<file path="src/hw/rtl/jpa_pkg.sv">
`default_nettype none

package jpa_pkg;

   localparam int unsigned CSR_ADDR_W = 2;
   localparam int unsigned CSR_DATA_W = 9;

   typedef enum logic [CSR_ADDR_W-1:0] {
      CSR_AUTOFIRE_ON   = 2'd0,
      CSR_BULLET_COUNT  = 2'd1,
      CSR_SHOT_INTERVAL = 2'd2,
      CSR_PORT_NUMBER   = 2'd3
   } csr_addr_type;

   typedef enum logic [3:0] {
      EV_UP           = 4'd0,
      EV_DOWN         = 4'd1,
      EV_LEFT         = 4'd2,
      EV_RIGHT        = 4'd3,
      EV_RELEASE_X    = 4'd4,
      EV_RELEASE_Y    = 4'd5,
      EV_RELEASE_BOTH = 4'd6,
      EV_PRESS_FIRE   = 4'd7,
      EV_RELEASE_FIRE = 4'd8
   } event_code_type;

   localparam logic MODE_EVENT = 1'b0;
   localparam logic MODE_TICK  = 1'b1;

   // two's complement axis position
   localparam logic [1:0] AXIS_CENTER = 2'b00;
   localparam logic [1:0] AXIS_PLUS   = 2'b01;
   localparam logic [1:0] AXIS_MINUS  = 2'b11;

   localparam logic [15:0] JOY_LEFT  = 16'h0300;
   localparam logic [15:0] JOY_RIGHT = 16'h0003;
   localparam logic [15:0] JOY_UP    = 16'h0100;
   localparam logic [15:0] JOY_DOWN  = 16'h0001;

   localparam logic [7:0] CIA_FIRE_PORT1 = 8'hBF;
   localparam logic [7:0] CIA_FIRE_PORT2 = 8'h7F;
   localparam logic [7:0] CIA_IDLE       = 8'hFF;

   localparam logic [1:0] PORT_ONE = 2'd1;

   localparam logic [8:0] BULLET_COUNT_RESET = 9'h1FF;

   typedef struct packed {
      logic       valid;
      logic       mode;
      logic [3:0] event_code;
   } step_type;

   typedef struct packed {
      logic                  valid;
      logic [CSR_ADDR_W-1:0] addr;
      logic [CSR_DATA_W-1:0] data;
   } csr_wr_type;

   typedef struct packed {
      logic [15:0] joy_word;
      logic [7:0]  cia_byte;
      logic        fire_level;
   } result_type;

endpackage

`default_nettype wire

</file>
<file path="src/hw/rtl/jpa_if.sv">
`default_nettype none

interface jpa_req_if;
   logic       valid;
   logic       ready;
   logic       mode;
   logic [3:0] event_code;

   modport source (output valid, output mode, output event_code, input ready);
   modport sink   (input valid, input mode, input event_code, output ready);
endinterface

interface jpa_rsp_if;
   logic        valid;
   logic        ready;
   logic [15:0] joy_word;
   logic [7:0]  cia_byte;
   logic        fire_level;

   modport source (output valid, output joy_word, output cia_byte, output fire_level,
                   input ready);
   modport sink   (input valid, input joy_word, input cia_byte, input fire_level,
                   output ready);
endinterface

interface jpa_csr_if;
   logic       valid;
   logic       ready;
   logic [1:0] addr;
   logic [8:0] data;

   modport source (output valid, output addr, output data, input ready);
   modport sink   (input valid, input addr, input data, output ready);
endinterface

`default_nettype wire

</file>
<file path="src/hw/rtl/jpa_state.sv">
`default_nettype none

module jpa_state
   import jpa_pkg::*;
(
   input  wire logic       clock,
   input  wire logic       reset,
   input  wire step_type   step,
   input  wire csr_wr_type csr_wr,
   output result_type      result
);

   logic       autofire_on_ff,   autofire_on_in;
   logic [8:0] bullet_count_ff,  bullet_count_in;
   logic [7:0] shot_interval_ff, shot_interval_in;
   logic [1:0] port_number_ff,   port_number_in;

   logic [1:0] axis_h_ff,        axis_h_in;
   logic [1:0] axis_v_ff,        axis_v_in;
   logic       fire_pressed_ff,  fire_pressed_in;
   logic [7:0] bullets_left_ff,  bullets_left_in;
   logic       unlimited_ff,     unlimited_in;
   logic [7:0] frames_ff,        frames_in;

   always_comb begin
      logic [7:0] frames_dec;
      logic [15:0] word;

      autofire_on_in   = autofire_on_ff;
      bullet_count_in  = bullet_count_ff;
      shot_interval_in = shot_interval_ff;
      port_number_in   = port_number_ff;
      axis_h_in        = axis_h_ff;
      axis_v_in        = axis_v_ff;
      fire_pressed_in  = fire_pressed_ff;
      bullets_left_in  = bullets_left_ff;
      unlimited_in     = unlimited_ff;
      frames_in        = frames_ff;
      frames_dec       = frames_ff - 8'd1;

      if (csr_wr.valid) begin
         unique case (csr_addr_type'(csr_wr.addr))
            CSR_AUTOFIRE_ON: begin
               autofire_on_in = csr_wr.data[0];
               if (!csr_wr.data[0]) begin
                  fire_pressed_in = 1'b0;
               end
            end
            CSR_BULLET_COUNT: begin
               bullet_count_in = csr_wr.data;
               // reload only while a magazine is still in use
               if (bullets_left_ff != 8'd0 || unlimited_ff) begin
                  unlimited_in    = csr_wr.data[8];
                  bullets_left_in = csr_wr.data[8] ? 8'd0 : csr_wr.data[7:0];
               end
            end
            CSR_SHOT_INTERVAL: shot_interval_in = csr_wr.data[7:0];
            CSR_PORT_NUMBER:   port_number_in   = csr_wr.data[1:0];
            default: ;
         endcase
      end

      if (step.valid) begin
         if (step.mode == MODE_TICK) begin
            if (autofire_on_ff && shot_interval_ff != 8'd0 && frames_ff != 8'd0) begin
               frames_in = frames_dec;
               if (frames_dec == 8'd0 && (bullets_left_ff != 8'd0 || unlimited_ff)) begin
                  fire_pressed_in = !fire_pressed_ff;
                  if (fire_pressed_ff && !unlimited_ff) begin
                     bullets_left_in = bullets_left_ff - 8'd1;
                  end
                  frames_in = shot_interval_ff;
               end
            end
         end else begin
            unique case (event_code_type'(step.event_code))
               EV_UP:           axis_v_in = AXIS_MINUS;
               EV_DOWN:         axis_v_in = AXIS_PLUS;
               EV_LEFT:         axis_h_in = AXIS_MINUS;
               EV_RIGHT:        axis_h_in = AXIS_PLUS;
               EV_RELEASE_X:    axis_h_in = AXIS_CENTER;
               EV_RELEASE_Y:    axis_v_in = AXIS_CENTER;
               EV_RELEASE_BOTH: begin
                  axis_h_in = AXIS_CENTER;
                  axis_v_in = AXIS_CENTER;
               end
               EV_PRESS_FIRE: begin
                  if (!autofire_on_ff) begin
                     fire_pressed_in = 1'b1;
                  end else if (bullets_left_ff != 8'd0 || unlimited_ff) begin
                     // cease fire: empty the magazine
                     bullets_left_in = 8'd0;
                     unlimited_in    = 1'b0;
                     fire_pressed_in = 1'b0;
                  end else begin
                     unlimited_in    = bullet_count_ff[8];
                     bullets_left_in = bullet_count_ff[8] ? 8'd0 : bullet_count_ff[7:0];
                     fire_pressed_in = 1'b1;
                     frames_in       = shot_interval_ff;
                  end
               end
               EV_RELEASE_FIRE: begin
                  if (!autofire_on_ff) begin
                     fire_pressed_in = 1'b0;
                  end
               end
               default: ;
            endcase
         end
      end

      word = 16'h0000;
      if (axis_h_in == AXIS_MINUS) begin
         word = JOY_LEFT;
      end else if (axis_h_in == AXIS_PLUS) begin
         word = JOY_RIGHT;
      end
      if (axis_v_in == AXIS_MINUS) begin
         word = word ^ JOY_UP;
      end else if (axis_v_in == AXIS_PLUS) begin
         word = word ^ JOY_DOWN;
      end

      result.joy_word   = word;
      result.fire_level = fire_pressed_in;
      result.cia_byte   = !fire_pressed_in ? CIA_IDLE :
                          (port_number_in == PORT_ONE) ? CIA_FIRE_PORT1 : CIA_FIRE_PORT2;
   end

   always_ff @(posedge clock) begin
      if (reset) begin
         autofire_on_ff   <= 1'b0;
         bullet_count_ff  <= BULLET_COUNT_RESET;
         shot_interval_ff <= 8'd0;
         port_number_ff   <= PORT_ONE;
         axis_h_ff        <= AXIS_CENTER;
         axis_v_ff        <= AXIS_CENTER;
         fire_pressed_ff  <= 1'b0;
         bullets_left_ff  <= 8'd0;
         unlimited_ff     <= 1'b0;
         frames_ff        <= 8'd0;
      end else begin
         autofire_on_ff   <= autofire_on_in;
         bullet_count_ff  <= bullet_count_in;
         shot_interval_ff <= shot_interval_in;
         port_number_ff   <= port_number_in;
         axis_h_ff        <= axis_h_in;
         axis_v_ff        <= axis_v_in;
         fire_pressed_ff  <= fire_pressed_in;
         bullets_left_ff  <= bullets_left_in;
         unlimited_ff     <= unlimited_in;
         frames_ff        <= frames_in;
      end
   end

endmodule

`default_nettype wire

</file>
<file path="src/hw/rtl/joystick_port_autofire_unit.sv">
// Emulated joystick port with autofire. Each req beat is a joystick event or one frame
// tick; each produces exactly one rsp beat with the JOYDAT word, CIA port A byte and
// button level as they stand after that beat. Throughput is one beat per clock while rsp
// is not stalled: the state update is a single combinational pass into the rsp output
// register, and req stays ready whenever that register is empty or being drained.
// CSR writes are always ready and take effect on the next clock; issue them only while
// no beat is in flight.
`default_nettype none

module joystick_port_autofire_unit
   import jpa_pkg::*;
(
   input  wire logic clock,
   input  wire logic reset,
   jpa_req_if.sink   req_chan,
   jpa_rsp_if.source rsp_chan,
   jpa_csr_if.sink   csr_chan
);

   step_type   step;
   csr_wr_type csr_wr;
   result_type result;
   result_type rsp_data_ff;
   logic       rsp_valid_ff, rsp_valid_in;
   logic       req_ready;

   assign req_ready       = !rsp_valid_ff || rsp_chan.ready;
   assign req_chan.ready  = req_ready;
   assign csr_chan.ready  = 1'b1;

   assign step.valid      = req_chan.valid && req_ready;
   assign step.mode       = req_chan.mode;
   assign step.event_code = req_chan.event_code;

   assign csr_wr.valid    = csr_chan.valid;
   assign csr_wr.addr     = csr_chan.addr;
   assign csr_wr.data     = csr_chan.data;

   jpa_state u_state (
      .clock  (clock),
      .reset  (reset),
      .step   (step),
      .csr_wr (csr_wr),
      .result (result)
   );

   assign rsp_valid_in = step.valid || (rsp_valid_ff && !rsp_chan.ready);

   always_ff @(posedge clock) begin
      if (reset) begin
         rsp_valid_ff <= 1'b0;
      end else begin
         rsp_valid_ff <= rsp_valid_in;
      end
      if (step.valid) begin
         rsp_data_ff <= result;
      end
   end

   assign rsp_chan.valid      = rsp_valid_ff;
   assign rsp_chan.joy_word   = rsp_data_ff.joy_word;
   assign rsp_chan.cia_byte   = rsp_data_ff.cia_byte;
   assign rsp_chan.fire_level = rsp_data_ff.fire_level;

endmodule

`default_nettype wire

</file>
<file path="src/flat_wrapper.sv">
// flat-port wrapper written by rule: the top's interface ports become plain ports
module joystick_port_autofire_unit_flat import jpa_pkg::*;
  (clock, reset, req_chan_valid, req_chan_mode, req_chan_event_code, req_chan_ready, rsp_chan_valid, rsp_chan_joy_word, rsp_chan_cia_byte, rsp_chan_fire_level, rsp_chan_ready, csr_chan_valid, csr_chan_addr, csr_chan_data, csr_chan_ready);
  jpa_req_if req_chan_i ();
  jpa_rsp_if rsp_chan_i ();
  jpa_csr_if csr_chan_i ();
  input  wire logic clock;
  input  wire logic reset;
  input wire logic [$bits(req_chan_i.valid)-1:0] req_chan_valid;
  input wire logic [$bits(req_chan_i.mode)-1:0] req_chan_mode;
  input wire logic [$bits(req_chan_i.event_code)-1:0] req_chan_event_code;
  output wire logic [$bits(req_chan_i.ready)-1:0] req_chan_ready;
  output wire logic [$bits(rsp_chan_i.valid)-1:0] rsp_chan_valid;
  output wire logic [$bits(rsp_chan_i.joy_word)-1:0] rsp_chan_joy_word;
  output wire logic [$bits(rsp_chan_i.cia_byte)-1:0] rsp_chan_cia_byte;
  output wire logic [$bits(rsp_chan_i.fire_level)-1:0] rsp_chan_fire_level;
  input wire logic [$bits(rsp_chan_i.ready)-1:0] rsp_chan_ready;
  input wire logic [$bits(csr_chan_i.valid)-1:0] csr_chan_valid;
  input wire logic [$bits(csr_chan_i.addr)-1:0] csr_chan_addr;
  input wire logic [$bits(csr_chan_i.data)-1:0] csr_chan_data;
  output wire logic [$bits(csr_chan_i.ready)-1:0] csr_chan_ready;
  assign req_chan_i.valid = req_chan_valid;
  assign req_chan_i.mode = req_chan_mode;
  assign req_chan_i.event_code = req_chan_event_code;
  assign req_chan_ready = req_chan_i.ready;
  assign rsp_chan_valid = rsp_chan_i.valid;
  assign rsp_chan_joy_word = rsp_chan_i.joy_word;
  assign rsp_chan_cia_byte = rsp_chan_i.cia_byte;
  assign rsp_chan_fire_level = rsp_chan_i.fire_level;
  assign rsp_chan_i.ready = rsp_chan_ready;
  assign csr_chan_i.valid = csr_chan_valid;
  assign csr_chan_i.addr = csr_chan_addr;
  assign csr_chan_i.data = csr_chan_data;
  assign csr_chan_ready = csr_chan_i.ready;
  joystick_port_autofire_unit u_core (.clock(clock), .reset(reset), .req_chan(req_chan_i), .rsp_chan(rsp_chan_i), .csr_chan(csr_chan_i));
endmodule
</file>
<file path="config.mk">
export PLATFORM = sky130hd
export DESIGN_NAME = joystick_port_autofire_unit_flat
export DESIGN_NICKNAME = d
export VERILOG_FILES = /design/src/hw/rtl/jpa_pkg.sv /design/src/hw/rtl/jpa_if.sv /design/src/hw/rtl/jpa_state.sv /design/src/hw/rtl/joystick_port_autofire_unit.sv /design/src/flat_wrapper.sv
export SDC_FILE = /design/constraint.sdc
export NUM_CORES = 1
export LEC_CHECK = 0
export BUFFER_PORTS_ARGS = -buffer_cell sky130_fd_sc_hd__buf_2
export CAP_MARGIN = 20
export CORE_MARGIN = 2
export CORE_UTILIZATION = 55
export CTS_CLUSTER_DIAMETER = 150
export DETAILED_ROUTE_END_ITERATION = 10
export HOLD_SLACK_MARGIN = 0.12
export PLACE_DENSITY = 0.79
export REMOVE_ABC_BUFFERS = 1
export SYNTH_ARGS = -nofsm -noshare
export SYNTH_HDL_FRONTEND = slang
export SYNTH_SLANG_ARGS = --single-unit
</file>
<file path="constraint.sdc">
create_clock -name clock -period 3.5 [get_ports clock]
set_input_delay 0.35 -clock clock [delete_from_list [all_inputs] [get_ports clock]]
set_output_delay 0.35 -clock clock [all_outputs]
set_load 0.01 [all_outputs]
</file>
* After elaboration in Yosys (flattened, before gate mapping)
Index checks and enable logic that the tools add are counted.
** Storage, ports and cells
- Register bits :: 62
- Output and inout port bits :: 28
- Input port bits :: 21
- Logic and storage cells :: 114
** Operators by class
- Add/subtract/negate cells :: 2
- Bitwise operators :: 2
- Reductions and logical operators :: 27
- Equality and inequality tests :: 18
- Mux-type cells :: 51
** Operators with widths (count)
- 8-bit two-way mux :: 20
- 8-bit nonzero test :: 3
- 1-bit two-way mux :: 19
- 4-bit by 3-bit equality test with 1-bit output (second input constant) :: 4
- 8-bit by 1-bit subtractor with 8-bit output (second input constant) :: 2
- 2-bit two-way mux :: 7
- 2-bit one-hot mux with 3 select lines :: 2
- 10-bit two-way mux :: 1
- 9-bit two-way mux :: 1
- 2-bit by 1-bit equality test with 1-bit output (second input constant) :: 4
- 2-bit equality test (second input constant) :: 4
- 4-bit by 2-bit equality test with 1-bit output (second input constant) :: 2
- 8-bit logical NOT :: 1
- 1-bit logical AND :: 6
- 2-bit AND reduction :: 3
- 5-bit AND reduction :: 1
- 4-bit by 1-bit equality test with 1-bit output (second input constant) :: 1
- 4-bit equality test (second input constant) :: 1
- 1-bit logical NOT :: 4
- 4-bit logical NOT :: 1
- 2-bit nonzero test :: 2
- 2-bit OR reduction :: 2
- 1-bit logical OR :: 3
- 2-bit logical NOT :: 1
- other kinds (4) :: 5

* Longest topological paths before layout
- Depth after elaboration :: 11
- Mapped depth :: 10
- Gate-level depth less buffers :: 8

* Hierarchy
A second synthesis with hierarchy kept.
** Second synthesis, totals
- Cell total of the unflattened synthesis :: 402
- Area, all modules :: 3666.0 sq um
** Modules (own cells, without submodules)
- jpa_state :: area an instance 2849.0 sq um, cells each 370, instances 1, sequential area each 840.8 sq um
- joystick_port_autofire_unit :: area an instance 817.0 sq um, cells each 32, instances 1, sequential area each 770.7 sq um

* Worst setup path before layout
OpenSTA, ideal clock, no wires.
- Path type :: reg2reg
- From :: register u_core.u_state.frames_ff[0]
- To :: register u_core.u_state.bullets_left_ff[1]
- Required time :: 3409 ps
- Data arrival time :: 2488 ps
- Stages on the path, launching flop included :: 10
- Setup slack :: 921 ps
- Period minus slack after synthesis :: 2579 ps
- Library setup time :: 91 ps
- Path buffers :: 1
- Path through :: dfxtp_1 -> inv_1 -> ha_1 -> or4b_4 -> o41ai_2 -> or4b_1 -> or4_1 -> buf_2 -> or3_1 -> a311oi_1
** Between the ends
- Longest elaborated chain between the ends :: 7
- Elaborated cells on any way between the ends :: 9
- Those cells by class :: add/sub (1); mux (4); reduce/logical (4)
** Ends and longest elaborated chain
- from (decl) :: RTL line jpa_state.sv:23 : logic [7:0] frames_ff, frames_in;
- from (signal assigned) :: RTL line jpa_state.sv:152 : frames_ff <= frames_in;
- 8-bit by 1-bit subtractor with 8-bit output :: RTL line jpa_state.sv:39 : frames_dec = frames_ff - 8'd1;
- 8-bit logical NOT :: RTL line jpa_state.sv:67 : if (frames_dec == 8'd0 && (bullets_left_ff != 8'd0 || unlimited_ff)) begin
- 1-bit logical AND :: RTL line jpa_state.sv:67
- 8-bit two-way mux :: RTL line jpa_state.sv:67
- 8-bit two-way mux * :: RTL line jpa_state.sv:65 : if (autofire_on_ff && shot_interval_ff != 8'd0 && frames_ff != 8'd0) begin
- 8-bit two-way mux * :: RTL line jpa_state.sv:64 : if (step.mode == MODE_TICK) begin
- 8-bit two-way mux * :: RTL line jpa_state.sv:63 : if (step.valid) begin
- to (signal assigned) :: RTL line jpa_state.sv:150 : bullets_left_ff <= bullets_left_in;
- to (decl) :: RTL line jpa_state.sv:21 : logic [7:0] bullets_left_ff, bullets_left_in;
Every way passes the cells marked *; elsewhere a longest branch is shown, timed or not.
A chain may end at the register's enable or synchronous reset.

* Worst setup path in the final report
- From :: register u_core.u_state.frames_ff[0]
- To :: register u_core.u_state.bullets_left_ff[0]
The elaborated chain is that of the path after synthesis.

==> impl_metrics.toml <==
[cts]
clk_latency_ns = 0.30
hold_buffers = 0
cts_sinks = 50
cts_tree = "built"
cts.path.max_buffers = 2
cts_resized = 0
cts_max_level = 2
clock-root-buffer = "clkbuf_8"
cts_setup_buffers = 0
clk_pin_slew_ns = 0.09
numCtsBuffers = 5

[sta]
max_freq_mhz = 332
clock_skew_ns = 0.00474
setup_tns_ns = 0
worst_pin_slew_ns = 0.789
final-max-slew-violation-count = 0
hold_violations = 0
setup-violations-final = 0
rsz0062_at_grt = "false"
finalCritPeriodShare = 0.860
relSlewSlack = 0.473
finalCriticalPeriod_ns = 3.01

[die]
rows = 27
dieHeight_um = 78.9
die_w_um = 78.9
start_util = 0.564
core_region_area_mm2 = 0.00547
io_pins = 49
dieArea_mm2 = 0.00623

[power_and_ir_drop]
pwr-share-clk = 0.300
p_sw_frac = 0.282
peakVddDrop_uv = 227
leakage_nw = 1.31
internal_power_w = 0.000835
sequentialPowerShare = 0.535
combPwrFrac = 0.166
power_density_mw_per_mm2 = 358
switching_power_w = 0.000328

[synth]
avgSynthCellArea_um2 = 8.25
synth_cell_types = 62
async_flop_share = 0
synth_seq_cells = 50
synthTopCellsByArea = "dfxtp_1 28%, edfxtp_1 6.8%, nor2_1 4.9%, buf_4 4.6%, nand2_1 4.4%"
yosysTopAreaCell = "dfxtp_1"
netlist_area_mm2 = 0.00309
synth_top_area_frac = 0.279
yosysSeqAreaShare = 0.347
synth_cells = 374
synth_ff_type = "dfxtp_1"
synth-edff-count = 7
synth_warnings = 0

[route]
wl_per_cell_um = 15.6
drtPass1Iterations = 5
first_iter_violations = 201
drc = 0
drt-total-wl_mm = 7.26
avgViaCountPerCell = 6.11
final_antenna_net_count = 0
vias = 2847

[global_routing]
grt_overflow_total = 0
grt_max_degree = 32
grt_pass1_wl_mm = 12.4
grt_pass1_vias = 2686
grtUsageTotal = 0.247
antenna_found_initial = 0

[setup_path]
max_stage_delay_ns = 0.69
worstSetupPathType = "register to register"
crit_path_cell_trace = "inv_1 -> ha_1 -> or4b_4 -> o41ai_2 -> or4b_1 -> or4_1 -> or3_1 -> a311oi_1"
crit_arrival_ns = 3.22
critical_path.max_fanout = 16
path_delay_family = "simple AND/OR/NAND/NOR gates"
end_kind = "register"
crit_required_ns = 3.71
crit_slowest_cell = "or4_1"
crit_buf_inv = 1
startpoint_type = "register"

[flow_run]
max_cap_violations = 0

[worst_hold_path]
worstHoldPathType = "input port to register"

[finish]
fin_nets = 417
final.fill_count = 524
antennaDiodeCount = 0
area.sequential_mm2 = 0.00107
drive_gt1_frac = 0.140
area_growth_pct = 5.19
design_area_mm2 = 0.00325
multi_input_area_mm2 = 0.00177

[place]
place_area_mm2 = 0.00316
io_buffer_count = 29
dp_hpwl_mm = 5.07
finalWeightedCongestion = 0.892

[run_status]
outcome = "finished, final reports clean"
-- worst min-delay path: stages --
cell	delay, ns
buf_2	0.10
nand2_1	0.05
nand3_1	0.07
-- final cells by class --
class | count | area share
Clock buffer | 7 | 0.0266
Clock inverter | 1 | 0.00154
Inverter | 14 | 0.0162
Multi-Input combinational cell | 290 | 0.546
Sequential cell | 50 | 0.330
Tap cell | 72 | 0.0277
Timing Repair Buffer | 32 | 0.0516
-- flip-flops by register name, summed over array words and instances (netlist names), 2 cells and up --
register	flops
u_core.rsp_chan.joy_word	4
u_core.rsp_chan.cia_byte	2
u_core.u_state.shot_interval_ff	8
u_core.u_state.port_number_ff	2
u_core.u_state.bullets_left_ff	8
u_core.u_state.axis_v_ff	2
u_core.u_state.frames_ff	8
u_core.u_state.axis_h_ff	2
u_core.u_state.bullet_count_ff	9
-- power by group through the flow --
stage	logic, W	clock network [W]	registers (W)
global route	0.000218	0.000373	0.000625
finish	0.000193	0.000348	0.000622
floorplan	0.000122	0	0.000632
detailed placement	0.000190	0	0.000635
global placement	0.000186	0	0.000634
CTS	0.000191	0.000357	0.000621
-- path summary, 6_finish.rpt --
kind | start | end | slack, ns | cells past startpoint
worst min-delay path | csr_chan_data[2] | u_core.u_state.bullet_count_ff[2] | 0.29 | 3
worst max register to register | u_core.u_state.frames_ff[0] | u_core.u_state.bullets_left_ff[0] | 0.49 | 8
worst max-delay path | u_core.u_state.frames_ff[0] | u_core.u_state.bullets_left_ff[0] | 0.49 | 8
worst min register to register | u_core.u_state.bullet_count_ff[6] | u_core.u_state.bullet_count_ff[6] | 0.48 | 1
-- layout by cell type (no fill, tap or decap), drive strengths merged, types with 3 or more instances in the layout --
cell	count
dfxtp	43
buf	32
conb	19
and2	3
nor2	40
a32oi	3
ha	3
o22ai	3
mux2i	12
o32ai	3
mux2	4
nor3	8
xor2	6
o21ai	15
nor4b	3
inv	14
clkbuf	7
nor2b	7
edfxtp	7
nor3b	5
a221oi	8
nor4	3
a31oi	9
a21oi	17
nand2	37
or3	7
xnor2	5
o31ai	4
or4	4
nand3	24
nand3b	5
or4b	4
-- routing by layer --
layer  track usage  vias to the layer above  part of all wire
li1              -                     1364                 -
met1         0.332                     1348              0.44
met2         0.407                      124              0.48
met3        0.0375                       11             0.070
met4        0.0845                        0             0.013
met5             0                        -                 0
-- stage by stage --
| stage | hold slack (ns) | setup slack [ns] | power [W] | utilization | std cells |
|---|---|---|---|---|---|
| 2_1_floorplan | 0.419 | 0.806 | 0.000755 | - | 354 |
| 3_3_place_gp | 0.456 | 0.629 | 0.000820 | 0.577 | 458 |
| 3_5_place_dp | 0.460 | 0.541 | 0.000824 | 0.577 | 458 |
| 4_1_cts | 0.288 | 0.523 | 0.00117 | 0.593 | 466 |
| 5_1_grt | 0.306 | 0.313 | 0.00122 | 0.593 | 466 |
| 6_report | 0.287 | 0.491 | 0.00116 | 0.593 | 466 |
-- synthesized netlist by cell type (all sizes together), types with 4 or more instances --
master	n
or4	4
o21ai	15
nand3	24
xor2	6
mux2	4
nor3b	5
a31oi	9
o31ai	4
xnor2	5
nor2b	7
edfxtp	7
nor2	40
or4b	4
buf	22
mux2i	12
dfxtp	43
nor3	8
inv	14
a21oi	17
nand3b	5
clkbuf	14
nand2	37
or3	7
a221oi	8
-- kinds of logic after synthesis --
group,share of synthesized area
AND/OR/NAND/NOR,0.265
AO/OA/AOI/OAI,0.190
buffers and inverters,0.0989
flip-flops,0.347
multiplexers,0.0535
XOR/XNOR,0.0312
adder cells (fa/ha/maj),0.0122
other,0.00243
Power figures use the tool's default switching activity.
